File: config.mk
export PLATFORM = sky130hd
export DESIGN_NAME = lru_page_cache
export DESIGN_NICKNAME = d
export VERILOG_FILES = /design/src/rtl/lpc_pkg.sv /design/src/rtl/lpc_ram.sv /design/src/rtl/lpc_age.sv /design/src/rtl/lru_page_cache.sv
export VERILOG_INCLUDE_DIRS = /design/src /design/src/rtl
export SDC_FILE = /design/constraint.sdc
export NUM_CORES = 1
export LEC_CHECK = 0
export BUFFER_PORTS_ARGS = -buffer_cell sky130_fd_sc_hd__buf_4
export CAP_MARGIN = 20
export CORE_UTILIZATION = 56
export DETAILED_ROUTE_END_ITERATION = 16
export PLACE_DENSITY = 0.82
export SETUP_SLACK_MARGIN = 0.4
export SYNTH_ARGS = -nofsm -noshare
export SYNTH_HDL_FRONTEND = slang
export SYNTH_HIERARCHICAL = 1
export SYNTH_SLANG_ARGS = --single-unit
File: constraint.sdc
create_clock -name aclk -period 7.3 [get_ports aclk]
set_input_delay 0.73 -clock aclk [delete_from_list [all_inputs] [get_ports aclk]]
set_output_delay 0.73 -clock aclk [all_outputs]
set_load 0.02 [all_outputs]
File: src/rtl/assert_macros.svh
// Assertion macros for the page cache RTL, included by lru_page_cache.sv.
`ifndef ASSERT_MACROS_SVH
`define ASSERT_MACROS_SVH

`ifndef SYNTHESIS

// Property must hold at every clock edge outside reset.
`define ASSERT_ALWAYS(lbl, clk, rstn, expr, msg) \
    lbl: assert property (@(posedge clk) disable iff (!(rstn)) (expr)) else $error(msg);

// Consequent must hold in the cycle after the antecedent.
`define ASSERT_NEXT(lbl, clk, rstn, ante, cons, msg) \
    lbl: assert property (@(posedge clk) disable iff (!(rstn)) (ante) |=> (cons)) \
        else $error(msg);

`else

`define ASSERT_ALWAYS(lbl, clk, rstn, expr, msg)
`define ASSERT_NEXT(lbl, clk, rstn, ante, cons, msg)

`endif

`endif

File: src/rtl/lpc_pkg.sv
// Shared constants, types and sequencer states of the LRU page cache.
package lpc_pkg;

    localparam int ENTRIES     = 16;
    localparam int KEY_BITS    = 32;
    localparam int HANDLE_BITS = 32;
    localparam int CAP_BITS    = 5;
    localparam int IDX_BITS    = (ENTRIES > 1) ? $clog2(ENTRIES) : 1;
    localparam int CNT_BITS    = $clog2(ENTRIES + 1);
    localparam int AGE_BITS    = IDX_BITS;
    localparam int LINE_BITS   = KEY_BITS + HANDLE_BITS;

    typedef logic [IDX_BITS-1:0]    idx_t;
    typedef logic [CNT_BITS-1:0]    cnt_t;
    typedef logic [AGE_BITS-1:0]    age_t;
    typedef logic [KEY_BITS-1:0]    key_t;
    typedef logic [HANDLE_BITS-1:0] handle_t;
    typedef logic [CAP_BITS-1:0]    cap_t;

    typedef enum logic [1:0] {
        ST_IDLE,
        ST_SCAN,
        ST_COMMIT
    } state_t;

    // Recency update applied to all lanes together.
    typedef struct packed {
        logic en;        // apply the update
        idx_t slot;      // entry that becomes most recent
        age_t limit;     // entries younger than this age by one
        logic inc_all;   // age every valid entry regardless of limit
        logic set_valid; // mark the slot valid
    } age_cmd_t;

endpackage

File: src/rtl/lpc_ram.sv
// Generic single-write, single-read RAM with registered read data.
module lpc_ram #(
    parameter int WIDTH = 8,
    parameter int DEPTH = 16,
    localparam int AW = (DEPTH > 1) ? $clog2(DEPTH) : 1
) (
    input  logic             aclk,
    input  logic             we,
    input  logic [AW-1:0]    waddr,
    input  logic [WIDTH-1:0] wdata,
    input  logic [AW-1:0]    raddr,
    output logic [WIDTH-1:0] rdata
);

    logic [WIDTH-1:0] mem [DEPTH];

    always_ff @(posedge aclk) begin
        if (we) begin
            mem[waddr] <= wdata;
        end
        rdata <= mem[raddr];
    end

endmodule

File: src/rtl/lpc_age.sv
// Valid bits and recency ages of all cache entries, updated in all lanes together.
module lpc_age
    import lpc_pkg::*;
(
    input  logic                          aclk,
    input  logic                          aresetn,
    input  age_cmd_t                      cmd,
    output logic [ENTRIES-1:0]            valid_vec,
    output logic [ENTRIES-1:0][AGE_BITS-1:0] age_vec
);

    logic [ENTRIES-1:0]               valid_reg, valid_next;
    logic [ENTRIES-1:0][AGE_BITS-1:0] age_reg, age_next;

    always_comb begin
        valid_next = valid_reg;
        age_next   = age_reg;
        if (cmd.en) begin
            for (int i = 0; i < ENTRIES; i++) begin
                if (idx_t'(i) == cmd.slot) begin
                    age_next[i]   = '0;
                    valid_next[i] = valid_reg[i] | cmd.set_valid;
                end else if (valid_reg[i] && (cmd.inc_all || age_reg[i] < cmd.limit)) begin
                    age_next[i] = age_reg[i] + age_t'(1);
                end
            end
        end
    end

    always_ff @(posedge aclk) begin
        if (!aresetn) begin
            valid_reg <= '0;
        end else begin
            valid_reg <= valid_next;
        end
        age_reg <= age_next;
    end

    assign valid_vec = valid_reg;
    assign age_vec   = age_reg;

endmodule

File: src/rtl/lru_page_cache.sv
// Top level of the fully associative LRU page cache.
//
// Usage: a request on the s_ channel carries a page key and the handle the
// slow store would return for it. One result per request leaves on the m_
// channel: hit flag, page handle (stored one on a hit, fill handle on a
// miss), and the key of the entry evicted to make room, if any.
// Operation: a single compare unit walks the entries one per cycle through
// the key/handle RAM read port, then the commit state updates recency and,
// on a miss, writes the RAM; the commit also loads the output register.
// A request passes through scan and commit, and the sequencer returns to
// idle with s_ready high before it takes the next request.
// s_ready is high only while the sequencer is idle, so one request is in
// flight at a time; the next request may be taken while a result waits.
// Stall: while a result waits and m_ready is low, the commit holds until
// the output register frees up, so no result is lost or overwritten.
// Reset (aresetn, synchronous, active low): all entries invalid, occupancy
// zero, capacity back to ENTRIES. No clearing pass is needed.
// Configuration: cfg_we writes cfg_wdata into capacity; write only while idle.
`include "assert_macros.svh"

module lru_page_cache
    import lpc_pkg::*;
(
    input  logic                   aclk,
    input  logic                   aresetn,
    // capacity register
    input  logic                   cfg_we,
    input  logic [CAP_BITS-1:0]    cfg_wdata,
    // request channel
    input  logic                   s_valid,
    output logic                   s_ready,
    input  logic [KEY_BITS-1:0]    s_page_key,
    input  logic [HANDLE_BITS-1:0] s_fill_handle,
    // result channel
    output logic                   m_valid,
    input  logic                   m_ready,
    output logic                   m_hit,
    output logic [HANDLE_BITS-1:0] m_page_handle,
    output logic                   m_evicted,
    output logic [KEY_BITS-1:0]    m_evicted_key
);

    // ---------------------------------------------------------------
    // Registers
    // ---------------------------------------------------------------
    state_t  state_reg, state_next;
    cap_t    capacity_reg, capacity_next;
    cnt_t    used_count_reg, used_count_next;

    // captured request
    key_t    req_key_reg, req_key_next;
    handle_t req_fill_reg, req_fill_next;

    // scan address counter and read pipeline
    cnt_t    scan_idx_reg, scan_idx_next;
    logic    rd_vld_reg, rd_vld_next;
    idx_t    rd_idx_reg, rd_idx_next;

    // scan results
    logic    found_reg, found_next;
    idx_t    hit_idx_reg, hit_idx_next;
    age_t    hit_age_reg, hit_age_next;
    handle_t hit_handle_reg, hit_handle_next;
    logic    any_reg, any_next;
    idx_t    best_idx_reg, best_idx_next;
    age_t    best_age_reg, best_age_next;
    key_t    best_key_reg, best_key_next;
    logic    free_found_reg, free_found_next;
    idx_t    free_idx_reg, free_idx_next;

    // output register
    logic    m_valid_reg, m_valid_next;
    logic    m_hit_reg, m_hit_next;
    handle_t m_handle_reg, m_handle_next;
    logic    m_evicted_reg, m_evicted_next;
    key_t    m_evkey_reg, m_evkey_next;

    // ---------------------------------------------------------------
    // Storage
    // ---------------------------------------------------------------
    logic                          ram_we;
    idx_t                          ram_raddr;
    logic [LINE_BITS-1:0]          ram_rdata;
    key_t                          ram_key;
    handle_t                       ram_handle;
    logic [ENTRIES-1:0]            valid_vec;
    logic [ENTRIES-1:0][AGE_BITS-1:0] age_vec;
    age_cmd_t                      age_cmd;

    // sequencer outputs
    logic    scan_issue;
    logic    scan_last;
    logic    out_free;
    logic    commit;

    // commit decisions
    cnt_t    eff_cap;
    logic    full;
    logic    miss_evict;
    logic    miss_empty;
    logic    miss_fill;
    idx_t    commit_slot;

    // scan compare unit
    logic    cur_valid;
    age_t    cur_age;
    logic    cur_match;

    assign ram_key    = ram_rdata[LINE_BITS-1:HANDLE_BITS];
    assign ram_handle = ram_rdata[HANDLE_BITS-1:0];
    assign ram_raddr  = scan_idx_reg[IDX_BITS-1:0];

    lpc_ram #(
        .WIDTH (LINE_BITS),
        .DEPTH (ENTRIES)
    ) u_line_ram (
        .aclk  (aclk),
        .we    (ram_we),
        .waddr (commit_slot),
        .wdata ({req_key_reg, req_fill_reg}),
        .raddr (ram_raddr),
        .rdata (ram_rdata)
    );

    lpc_age u_age (
        .aclk      (aclk),
        .aresetn   (aresetn),
        .cmd       (age_cmd),
        .valid_vec (valid_vec),
        .age_vec   (age_vec)
    );

    // ---------------------------------------------------------------
    // Sequencer: next state
    // ---------------------------------------------------------------
    assign scan_last = rd_vld_reg && (rd_idx_reg == idx_t'(ENTRIES - 1));
    assign out_free  = !m_valid_reg || m_ready;

    always_comb begin
        state_next = state_reg;
        unique case (state_reg)
            ST_IDLE: begin
                if (s_valid) begin
                    state_next = ST_SCAN;
                end
            end
            ST_SCAN: begin
                if (scan_last) begin
                    state_next = ST_COMMIT;
                end
            end
            ST_COMMIT: begin
                if (out_free) begin
                    state_next = ST_IDLE;
                end
            end
            default: state_next = ST_IDLE;
        endcase
    end

    // ---------------------------------------------------------------
    // Sequencer: outputs
    // ---------------------------------------------------------------
    always_comb begin
        s_ready    = 1'b0;
        scan_issue = 1'b0;
        commit     = 1'b0;
        unique case (state_reg)
            ST_IDLE:   s_ready    = 1'b1;
            ST_SCAN:   scan_issue = (scan_idx_reg < cnt_t'(ENTRIES));
            ST_COMMIT: commit     = out_free;
            default: begin
                s_ready = 1'b0;
            end
        endcase
    end

    // ---------------------------------------------------------------
    // Scan: one entry per cycle through the shared compare unit
    // ---------------------------------------------------------------
    assign cur_valid = valid_vec[rd_idx_reg];
    assign cur_age   = age_vec[rd_idx_reg];
    assign cur_match = cur_valid && (ram_key == req_key_reg);

    always_comb begin
        req_key_next    = req_key_reg;
        req_fill_next   = req_fill_reg;
        scan_idx_next   = scan_idx_reg;
        rd_vld_next     = scan_issue;
        rd_idx_next     = ram_raddr;
        found_next      = found_reg;
        hit_idx_next    = hit_idx_reg;
        hit_age_next    = hit_age_reg;
        hit_handle_next = hit_handle_reg;
        any_next        = any_reg;
        best_idx_next   = best_idx_reg;
        best_age_next   = best_age_reg;
        best_key_next   = best_key_reg;
        free_found_next = free_found_reg;
        free_idx_next   = free_idx_reg;

        if (s_valid && s_ready) begin
            // capture the request and clear the scan results
            req_key_next    = s_page_key;
            req_fill_next   = s_fill_handle;
            scan_idx_next   = '0;
            found_next      = 1'b0;
            any_next        = 1'b0;
            free_found_next = 1'b0;
        end else begin
            if (scan_issue) begin
                scan_idx_next = scan_idx_reg + cnt_t'(1);
            end
            if (rd_vld_reg) begin
                // keep the first matching entry
                if (cur_match && !found_reg) begin
                    found_next      = 1'b1;
                    hit_idx_next    = rd_idx_reg;
                    hit_age_next    = cur_age;
                    hit_handle_next = ram_handle;
                end
                // track the oldest valid entry, first one on a tie
                if (cur_valid && (!any_reg || cur_age > best_age_reg)) begin
                    any_next      = 1'b1;
                    best_idx_next = rd_idx_reg;
                    best_age_next = cur_age;
                    best_key_next = ram_key;
                end
                // remember the lowest free slot
                if (!cur_valid && !free_found_reg) begin
                    free_found_next = 1'b1;
                    free_idx_next   = rd_idx_reg;
                end
            end
        end
    end

    // ---------------------------------------------------------------
    // Commit: recency update, RAM write, occupancy and result
    // ---------------------------------------------------------------
    always_comb begin
        // clamp capacity to 1..ENTRIES
        if (capacity_reg == '0) begin
            eff_cap = cnt_t'(1);
        end else if (CNT_BITS'(capacity_reg) > cnt_t'(ENTRIES)) begin
            eff_cap = cnt_t'(ENTRIES);
        end else begin
            eff_cap = cnt_t'(capacity_reg);
        end
    end

    assign full       = (used_count_reg >= eff_cap) || (used_count_reg >= cnt_t'(ENTRIES));
    assign miss_evict = !found_reg && full && any_reg;
    assign miss_empty = !found_reg && full && !any_reg;
    assign miss_fill  = !found_reg && !full;

    always_comb begin
        priority if (found_reg) begin
            commit_slot = hit_idx_reg;
        end else if (miss_evict) begin
            commit_slot = best_idx_reg;
        end else if (miss_fill) begin
            commit_slot = free_idx_reg;
        end else begin
            commit_slot = '0;
        end
    end

    always_comb begin
        age_cmd.en        = commit;
        age_cmd.slot      = commit_slot;
        age_cmd.limit     = found_reg ? hit_age_reg : best_age_reg;
        age_cmd.inc_all   = miss_fill;
        age_cmd.set_valid = !found_reg;
    end

    assign ram_we = commit && !found_reg;

    always_comb begin
        used_count_next = used_count_reg;
        capacity_next   = capacity_reg;
        if (cfg_we) begin
            capacity_next = cfg_wdata;
        end
        if (commit && miss_fill) begin
            used_count_next = used_count_reg + cnt_t'(1);
        end else if (commit && miss_empty) begin
            used_count_next = cnt_t'(1);
        end
    end

    always_comb begin
        m_valid_next   = m_valid_reg;
        m_hit_next     = m_hit_reg;
        m_handle_next  = m_handle_reg;
        m_evicted_next = m_evicted_reg;
        m_evkey_next   = m_evkey_reg;
        if (m_valid_reg && m_ready) begin
            m_valid_next = 1'b0;
        end
        if (commit) begin
            m_valid_next   = 1'b1;
            m_hit_next     = found_reg;
            m_handle_next  = found_reg ? hit_handle_reg : req_fill_reg;
            m_evicted_next = miss_evict;
            m_evkey_next   = miss_evict ? best_key_reg : '0;
        end
    end

    // ---------------------------------------------------------------
    // Register update
    // ---------------------------------------------------------------
    always_ff @(posedge aclk) begin
        if (!aresetn) begin
            state_reg      <= ST_IDLE;
            capacity_reg   <= cap_t'(ENTRIES);
            used_count_reg <= '0;
            rd_vld_reg     <= 1'b0;
            m_valid_reg    <= 1'b0;
        end else begin
            state_reg      <= state_next;
            capacity_reg   <= capacity_next;
            used_count_reg <= used_count_next;
            rd_vld_reg     <= rd_vld_next;
            m_valid_reg    <= m_valid_next;
        end
        req_key_reg    <= req_key_next;
        req_fill_reg   <= req_fill_next;
        scan_idx_reg   <= scan_idx_next;
        rd_idx_reg     <= rd_idx_next;
        found_reg      <= found_next;
        hit_idx_reg    <= hit_idx_next;
        hit_age_reg    <= hit_age_next;
        hit_handle_reg <= hit_handle_next;
        any_reg        <= any_next;
        best_idx_reg   <= best_idx_next;
        best_age_reg   <= best_age_next;
        best_key_reg   <= best_key_next;
        free_found_reg <= free_found_next;
        free_idx_reg   <= free_idx_next;
        m_hit_reg      <= m_hit_next;
        m_handle_reg   <= m_handle_next;
        m_evicted_reg  <= m_evicted_next;
        m_evkey_reg    <= m_evkey_next;
    end

    assign m_valid       = m_valid_reg;
    assign m_hit         = m_hit_reg;
    assign m_page_handle = m_handle_reg;
    assign m_evicted     = m_evicted_reg;
    assign m_evicted_key = m_evkey_reg;

    // ---------------------------------------------------------------
    // Assertions
    // ---------------------------------------------------------------
    `ASSERT_ALWAYS(a_count_matches_valid, aclk, aresetn, $countones(valid_vec) == int'(used_count_reg), "occupancy count disagrees with valid bits")
    `ASSERT_ALWAYS(a_hit_never_evicts, aclk, aresetn, !(m_valid && m_hit && m_evicted), "hit result reports an eviction")
    `ASSERT_NEXT(a_accept_starts_scan, aclk, aresetn, s_valid && s_ready, state_reg == ST_SCAN && !m_valid_reg == !$past(m_valid_reg && !m_ready), "accepted request did not start a scan")
    `ASSERT_NEXT(a_miss_sets_valid, aclk, aresetn, commit && !found_reg, valid_vec[$past(commit_slot)] && age_vec[$past(commit_slot)] == '0, "filled slot not valid and most recent")

endmodule

==> metrics.txt, run 1 <==
switching share of total power 22.9%; Root Driver clkbuf_16; Die Height 312 um; final instance area 61000 um^2; ANT nets after route 0; most common cell after layout, fill and taps aside edfxtp_1; post_cts resized 0; reg2reg start capacity_reg[1]$_SDFFE_PN0P_; area leader, netlist edfxtp_1; GPL Wtd Cong ~0.81; Detailed Place HPWL between 60 and 70 mm; Area contributors post-synth edfxtp_1 (73%), mux4_2 (12%), dfxtp_1 (3.9%); DRC violations left 0; Post-Syn Nets 2770; commonest cells after routing, fill and taps aside edfxtp_1 (1302), mux4_2 (280), buf_4 (185); Antenna diodes 0; relative slew slack ~16%; # rows 113; Layout Nets 2977; Die Width 312 um; total gr overflow 0; Hold Startpoint s_fill_handle[29]; global-route wire length before repair 191 mm; setup ws final 2.36 ns; slowest cell on the critical path nor2_4; slew at the pin closest to its max-slew limit 1.27 ns; total CTS buffers 138; Top FF cell, synth edfxtp_1; DRT Pass-1 Iters 7; Fmax achieved 203 MHz; Clock Latency Late Sink between 0.7 and 0.8 ns; CTS Sinks 1408; Final setup viols 0; crit-path max FO 35; Final Hold Viols 0; Clock Power Share 39.3%; RSZ-0062 raised after global routing false; GRT Total Usage 26.8%; Hold Slack 0.141 ns; R2R cell count 13; DR WL/cell just over 30 um; Worst Hold Path EP req_fill_reg[29]$_DFFE_PP_; CTS tree built; yosys warns 6; htree depth 4; area share of the largest cell type after synthesis 72.5%; hold buffers post-CTS 0; cells along the critical path nor3_1, nor2_1, nor2_1, ha_1, nand2b_1, a21o_1, a21oi_2, o2111ai_1, o211ai_1, buf_4, nand2b_1, nor2_4, buf_4; # IOs 142; Leakage 0.0193 uW; initial antenna violation count 2; Layout fillers roughly 5700; port bufs 141; Post-Route WL 130 mm; Netlist cell types 56; Netlist Area Pre-Place around 54000 um^2; crit path DAT 5.30 ns; R2R Setup Slk between 2 and 2.5 ns; reg-to-reg endpoint u_line_ram/mem[13][10]$_DFFE_PP_; CORE AREA 95200 um^2; clock skew 0.0325 ns; initial drt markers 3576; number of synthesized flops with an enable pin about 1300; status completed; Post-CTS Setup Bufs 0; full die area around 100000 um^2; flops & latches, synth 1408; max incr delay on CP 0.95 ns; Async S/R FF share, synth 0%; max-cap violations 0; Reg with most FFs u_line_ram/mem; Tot Pwr 17900 uW; sequential share of power 51.6%; worst min path class in2reg; setup_tns 0 ns; Mapped Cells 2621; Via-to-Cell Ratio between 6 and 7; register area share after synthesis between 70% and 80%; min Tclk post-route 4.94 ns; vias in the first global route 28832; Int Pwr 13800 uW; number of flip-flops in the largest register about 1000; largest net degree at the start of global routing ~130; syn_area_per_cell ~20 um^2; Worst Setup Start Kind flop; CP endpoint kind flop; DP Area 56500 um^2; share of cells above drive strength 1 25.5%; area grow syn2layout 13.1%; Pins Over Slew Limit 0; Psw 4100 uW; combinational share of power 9.1%; routed via count 27924; cell depth of the worst hold path 1; clk slew on worst S/H paths about 0.07 ns; CP required 7.67 ns; Post-Place Worst Slack around 2.6 ns; Initial Utilization 56.7%; worst vdd ir 248 uV; Final period util 67.6%; Pwr Density 294 nW/um^2; WS Path Type reg2reg; CTS Buffer Depth 3
==> power by group through the flow <==
stage / Sequential (uW) / Clock (uW) / Combinational [uW]
after floorplan: 9240 / 0 / 1270
after global placement: 9370 / 0 / 1540
after detailed placement: 9390 / 0 / 1580
after CTS: 9230 / 7100 / 1640
after global routing: 9240 / 7390 / 1710
final: 9230 / 7040 / 1630
==> routing by layer <==
metal | wire length [um] | up-vias | global-route usage [%]
li1 | - | 11197 | -
met1 | 46100 | 14415 | 34.7
met2 | 66700 | 1962 | 45.1
met3 | 12000 | 346 | 4.48
met4 | 5240 | 4 | 11.5
met5 | 30 | - | 0
==> metrics by stage <==
stage,utilization (%),instances
6_report,64.1,4208
3_3_place_gp,59.4,3951
5_1_grt,64.1,4208
2_1_floorplan,-,2621
3_5_place_dp,59.4,3952
4_1_cts,64.1,4207
==> cells in the mapped netlist (all sizes together) (12+ instances only) <==
| cell type | instances |
|---|---|
| a21oi | 46 |
| a22oi | 128 |
| buf | 68 |
| clkbuf | 54 |
| dfxtp | 106 |
| edfxtp | 1302 |
| ha | 75 |
| inv | 12 |
| mux2 | 34 |
| mux4 | 280 |
| nand2 | 109 |
| nand3 | 35 |
| nor2 | 97 |
| nor2b | 37 |
| nor3b | 42 |
| o211ai | 21 |
| o32ai | 14 |
| xnor2 | 44 |
| xor2 | 23 |
==> area by class of cell <==
type,count,area (um^2),area share (%)
sequential,1408,41200,67.6
clock inverter,64,539,0.884
inverter,14,56.3,0.0923
tap,1265,1580,2.60
clock buffer,191,3910,6.41
timing repair buffer,189,1480,2.43
multi-input combinational,1077,12200,20.0
==> cell families (layout without fill, tap and decap cells) <==
logic type | count (synthesis) | in the layout | synth area share (%)
buffers and inverters | 136 | 458 | 1.30
adders and majority gates | 75 | 75 | 1.74
DFF | 1408 | 1408 | 76.5
and+or+nand+nor | 375 | 375 | 3.70
xor gates and xnor gates | 67 | 67 | 1.09
muxes | 323 | 323 | 12.6
AOI/OAI and AO/OA | 237 | 237 | 3.13
==> worst max-delay path, delay by kind of cell, from the launching register on <==
kind,cells,cell delay (ns)
adders and majority gates,1,0.23
buffers and inverters,2,1.12
and+or+nand+nor,6,1.83
DFF,1,0.32
AOI/OAI and AO/OA,4,0.98
==> worst max-delay path by stage <==
stage	endpoint	from	slack, ns	cells past startpoint
2_1_floorplan	u_line_ram/mem[1][0]$_DFFE_PP_	capacity_reg[1]$_SDFFE_PN0P_	1.70	11
3_3_place_gp	u_line_ram/mem[1][5]$_DFFE_PP_	capacity_reg[1]$_SDFFE_PN0P_	2.48	13
3_5_place_dp	u_line_ram/mem[13][44]$_DFFE_PP_	capacity_reg[2]$_SDFFE_PN0P_	2.59	13
4_1_cts	u_line_ram/mem[13][5]$_DFFE_PP_	capacity_reg[1]$_SDFFE_PN0P_	2.49	13
5_1_grt	u_line_ram/mem[13][5]$_DFFE_PP_	capacity_reg[1]$_SDFFE_PN0P_	2.17	13
6_report	u_line_ram/mem[13][10]$_DFFE_PP_	capacity_reg[1]$_SDFFE_PN0P_	2.36	13
(Power assumes the default switching activity.)
==> inputs of run 2 (changes only) <==
==> constraint.sdc (replaced) <==
create_clock -name aclk -period 4.2 [get_ports aclk]
set_input_delay 0.42 -clock aclk [delete_from_list [all_inputs] [get_ports aclk]]
set_output_delay 0.42 -clock aclk [all_outputs]
set_load 0.02 [all_outputs]
==> metrics.txt, run 2 (synthesized netlist as in run 1, its figures left out) <==
CORE AREA 95200 um^2 (unchanged); gr busiest metal met2; Die Height 312 um (unchanged); total gr overflow 0 (unchanged); Reg with most FFs u_line_ram/mem; Detailed Place HPWL 71.4 mm (+4.7%); DR WL/cell 31.3 um (+1.4%); cells along the critical path nor3_2, nor2_1, nor2_1, ha_1, nand2b_1, a21o_1, a21oi_4, o2111ai_1, o211ai_1, nand2_1, nor2_4, buf_12; most frequent CP cell nor2_1; Pins Over Slew Limit 0 (unchanged); ANT nets after route 0 (unchanged); DRT Pass-1 Iters 6 (-1); relative slew slack 23.2% (+7.6 points); Clock Latency Late Sink 0.76 ns (about the same); port bufs 141 (unchanged); Via-to-Cell Ratio 6.60 (-0.49%); total CTS buffers 136 (-1.4%); Multi-input gate area 12200 um^2 (+0.16%); area grow syn2layout 16.0%; number of flip-flops in the largest register 1024 (unchanged); Layout fillers 5604 (-1.7%); CTS tree built; Final Util 65.7% (+1.6 points); max incr delay on CP 0.44 ns (-0.51 ns); # rows 113 (unchanged); Fmax achieved 269 MHz (+33%); DP Area 57100 um^2 (+1.1%); Die Width 312 um (unchanged); Hold Slack 0.0532 ns (-0.0879 ns); CTS Buffer Depth 3 (unchanged); Tot Pwr 31600 uW (+77%); met3 usage 4.98% (+0.50 points); Psw 7230 uW (+76%); routed via count 28488 (+2.0%); slowest cell on the critical path nand2_1; status completed; largest net degree at the start of global routing 65 (-51%); CTS Sinks 1408 (unchanged); Int Pwr 24400 uW (+77%); Final Hold Viols 0 (unchanged); max-cap violations 0 (unchanged); initial drt markers 3741 (+4.6%); Leakage 0.0200 uW (+3.4%); sequential cell area 41200 um^2 (about the same); Clock Power Share 39.7% (+0.4 points); crit path DAT 4.07 ns (-1.23 ns); cell depth of the worst hold path 3 (+2); final instance area 62500 um^2 (+2.6%); vias in the first global route 29741 (+3.2%); combinational share of power 9.5% (+0.4 points); htree depth 4 (unchanged); sequential share of power 50.8% (-0.8 points); RSZ-0062 raised after global routing false; # IOs 142 (unchanged); global-route wire length before repair 198 mm (+3.8%); min Tclk post-route 3.71 ns (-1.22 ns); clk slew on worst S/H paths 0.06 ns (about the same); commonest cells after routing, fill and taps aside edfxtp_1 (1302), mux4_2 (280), buf_4 (190); full die area 97500 um^2 (unchanged); met2 Usage GRT 47.2% (+2.1 points); initial antenna violation count 2 (unchanged); Pwr Density 506 nW/um^2 (+72%); Root Driver clkbuf_16; Final setup viols 0 (unchanged); GPL Wtd Cong 0.853 (+5.3%); worst vdd ir 460 uV (+86%); GRT Total Usage 28.0% (+1.2 points); CP endpoint kind flop; slew at the pin closest to its max-slew limit 1.15 ns (-0.117 ns); worst min path class in2reg; CP required 4.56 ns (-3.11 ns); WS Path Type reg2reg; most common cell after layout, fill and taps aside edfxtp_1; switching share of total power 22.8% (-0.073 points); DRC violations left 0 (unchanged); Layout Nets 3088 (+3.7%); Post-Route WL 135 mm (+3.9%); met1 Usage GRT 35.6% (+0.87 points); share of cells above drive strength 1 26.3% (+0.86 points); crit-path max FO 59 (+69%); Worst Setup Start Kind flop; Initial Utilization 56.7% (unchanged); R2R cell count 12 (-1); Final period util 88.4% (+21 points); clock skew 0.0380 ns (+0.00553 ns)
## run 2: through the flow
stage,worst slack (ns),setup TNS [ns],cells
global route,0.392,0,4313
floorplan,-0.0705,-10.95,2621
detailed placement,0.414,0,3982
global placement,0.439,0,3982
finish,0.487,0,4314
CTS,0.432,0,4311
## run 2: path summary, 6_finish.rpt
check,end,slack [ns],start
worst max-delay path,u_line_ram/mem[15][60]$_DFFE_PP_,0.49,capacity_reg[1]$_SDFFE_PN0P_
worst max register to register,u_line_ram/mem[15][60]$_DFFE_PP_,0.49,capacity_reg[1]$_SDFFE_PN0P_
worst min register to register,hit_handle_reg[0]$_DFFE_PP_,0.40,u_line_ram/rdata[0]$_DFF_P_
worst min-delay path,capacity_reg[1]$_SDFFE_PN0P_,0.05,cfg_we
## run 2: final cells by class
type / count / share of cell area [%]
diodes: 1 / 0.00400
clock buffers: 183 / 6.17
clock inverters: 64 / 1.14
inverters: 14 / 0.0900
multi-input cells: 1077 / 19.5
flip-flops and latches: 1408 / 65.9
well taps: 1265 / 2.53
repair buffers: 302 / 4.64
## run 2: worst max-delay path, delay by kind of cell (launching register included)
kind                     cells  cell delay [ns]
flip-flops                   1             0.33
buffers and inverters        1             0.43
AND/OR/NAND/NOR              6             1.23
adder cells (fa/ha/maj)      1             0.23
AO/OA/AOI/OAI                4             1.04
## run 2: timing repair
action	CTS	global route
setup endpoints to repair	108	337
setup buffers	7	2
hold endpoints to repair	71	0
pin swaps	2	2
hold buffers	75	0
resized for setup	0	2
## run 2: power by group through the flow
stage | clock, uW | combinational [uW] | sequential [uW]
after global routing | 13100 | 3130 | 16100
after detailed placement | 0 | 2830 | 16400
after global placement | 0 | 2760 | 16300
final | 12500 | 3000 | 16100
after floorplan | 0 | 2210 | 16100
after CTS | 12700 | 3000 | 16100
## run 2: per-layer routing
| metal | vias up | part of all wire, % |
|---|---|---|
| li1 | 11403 | - |
| met1 | 14567 | 35 |
| met2 | 2088 | 51 |
| met3 | 426 | 9.4 |
| met4 | 4 | 4.7 |
| met5 | - | 0.020 |
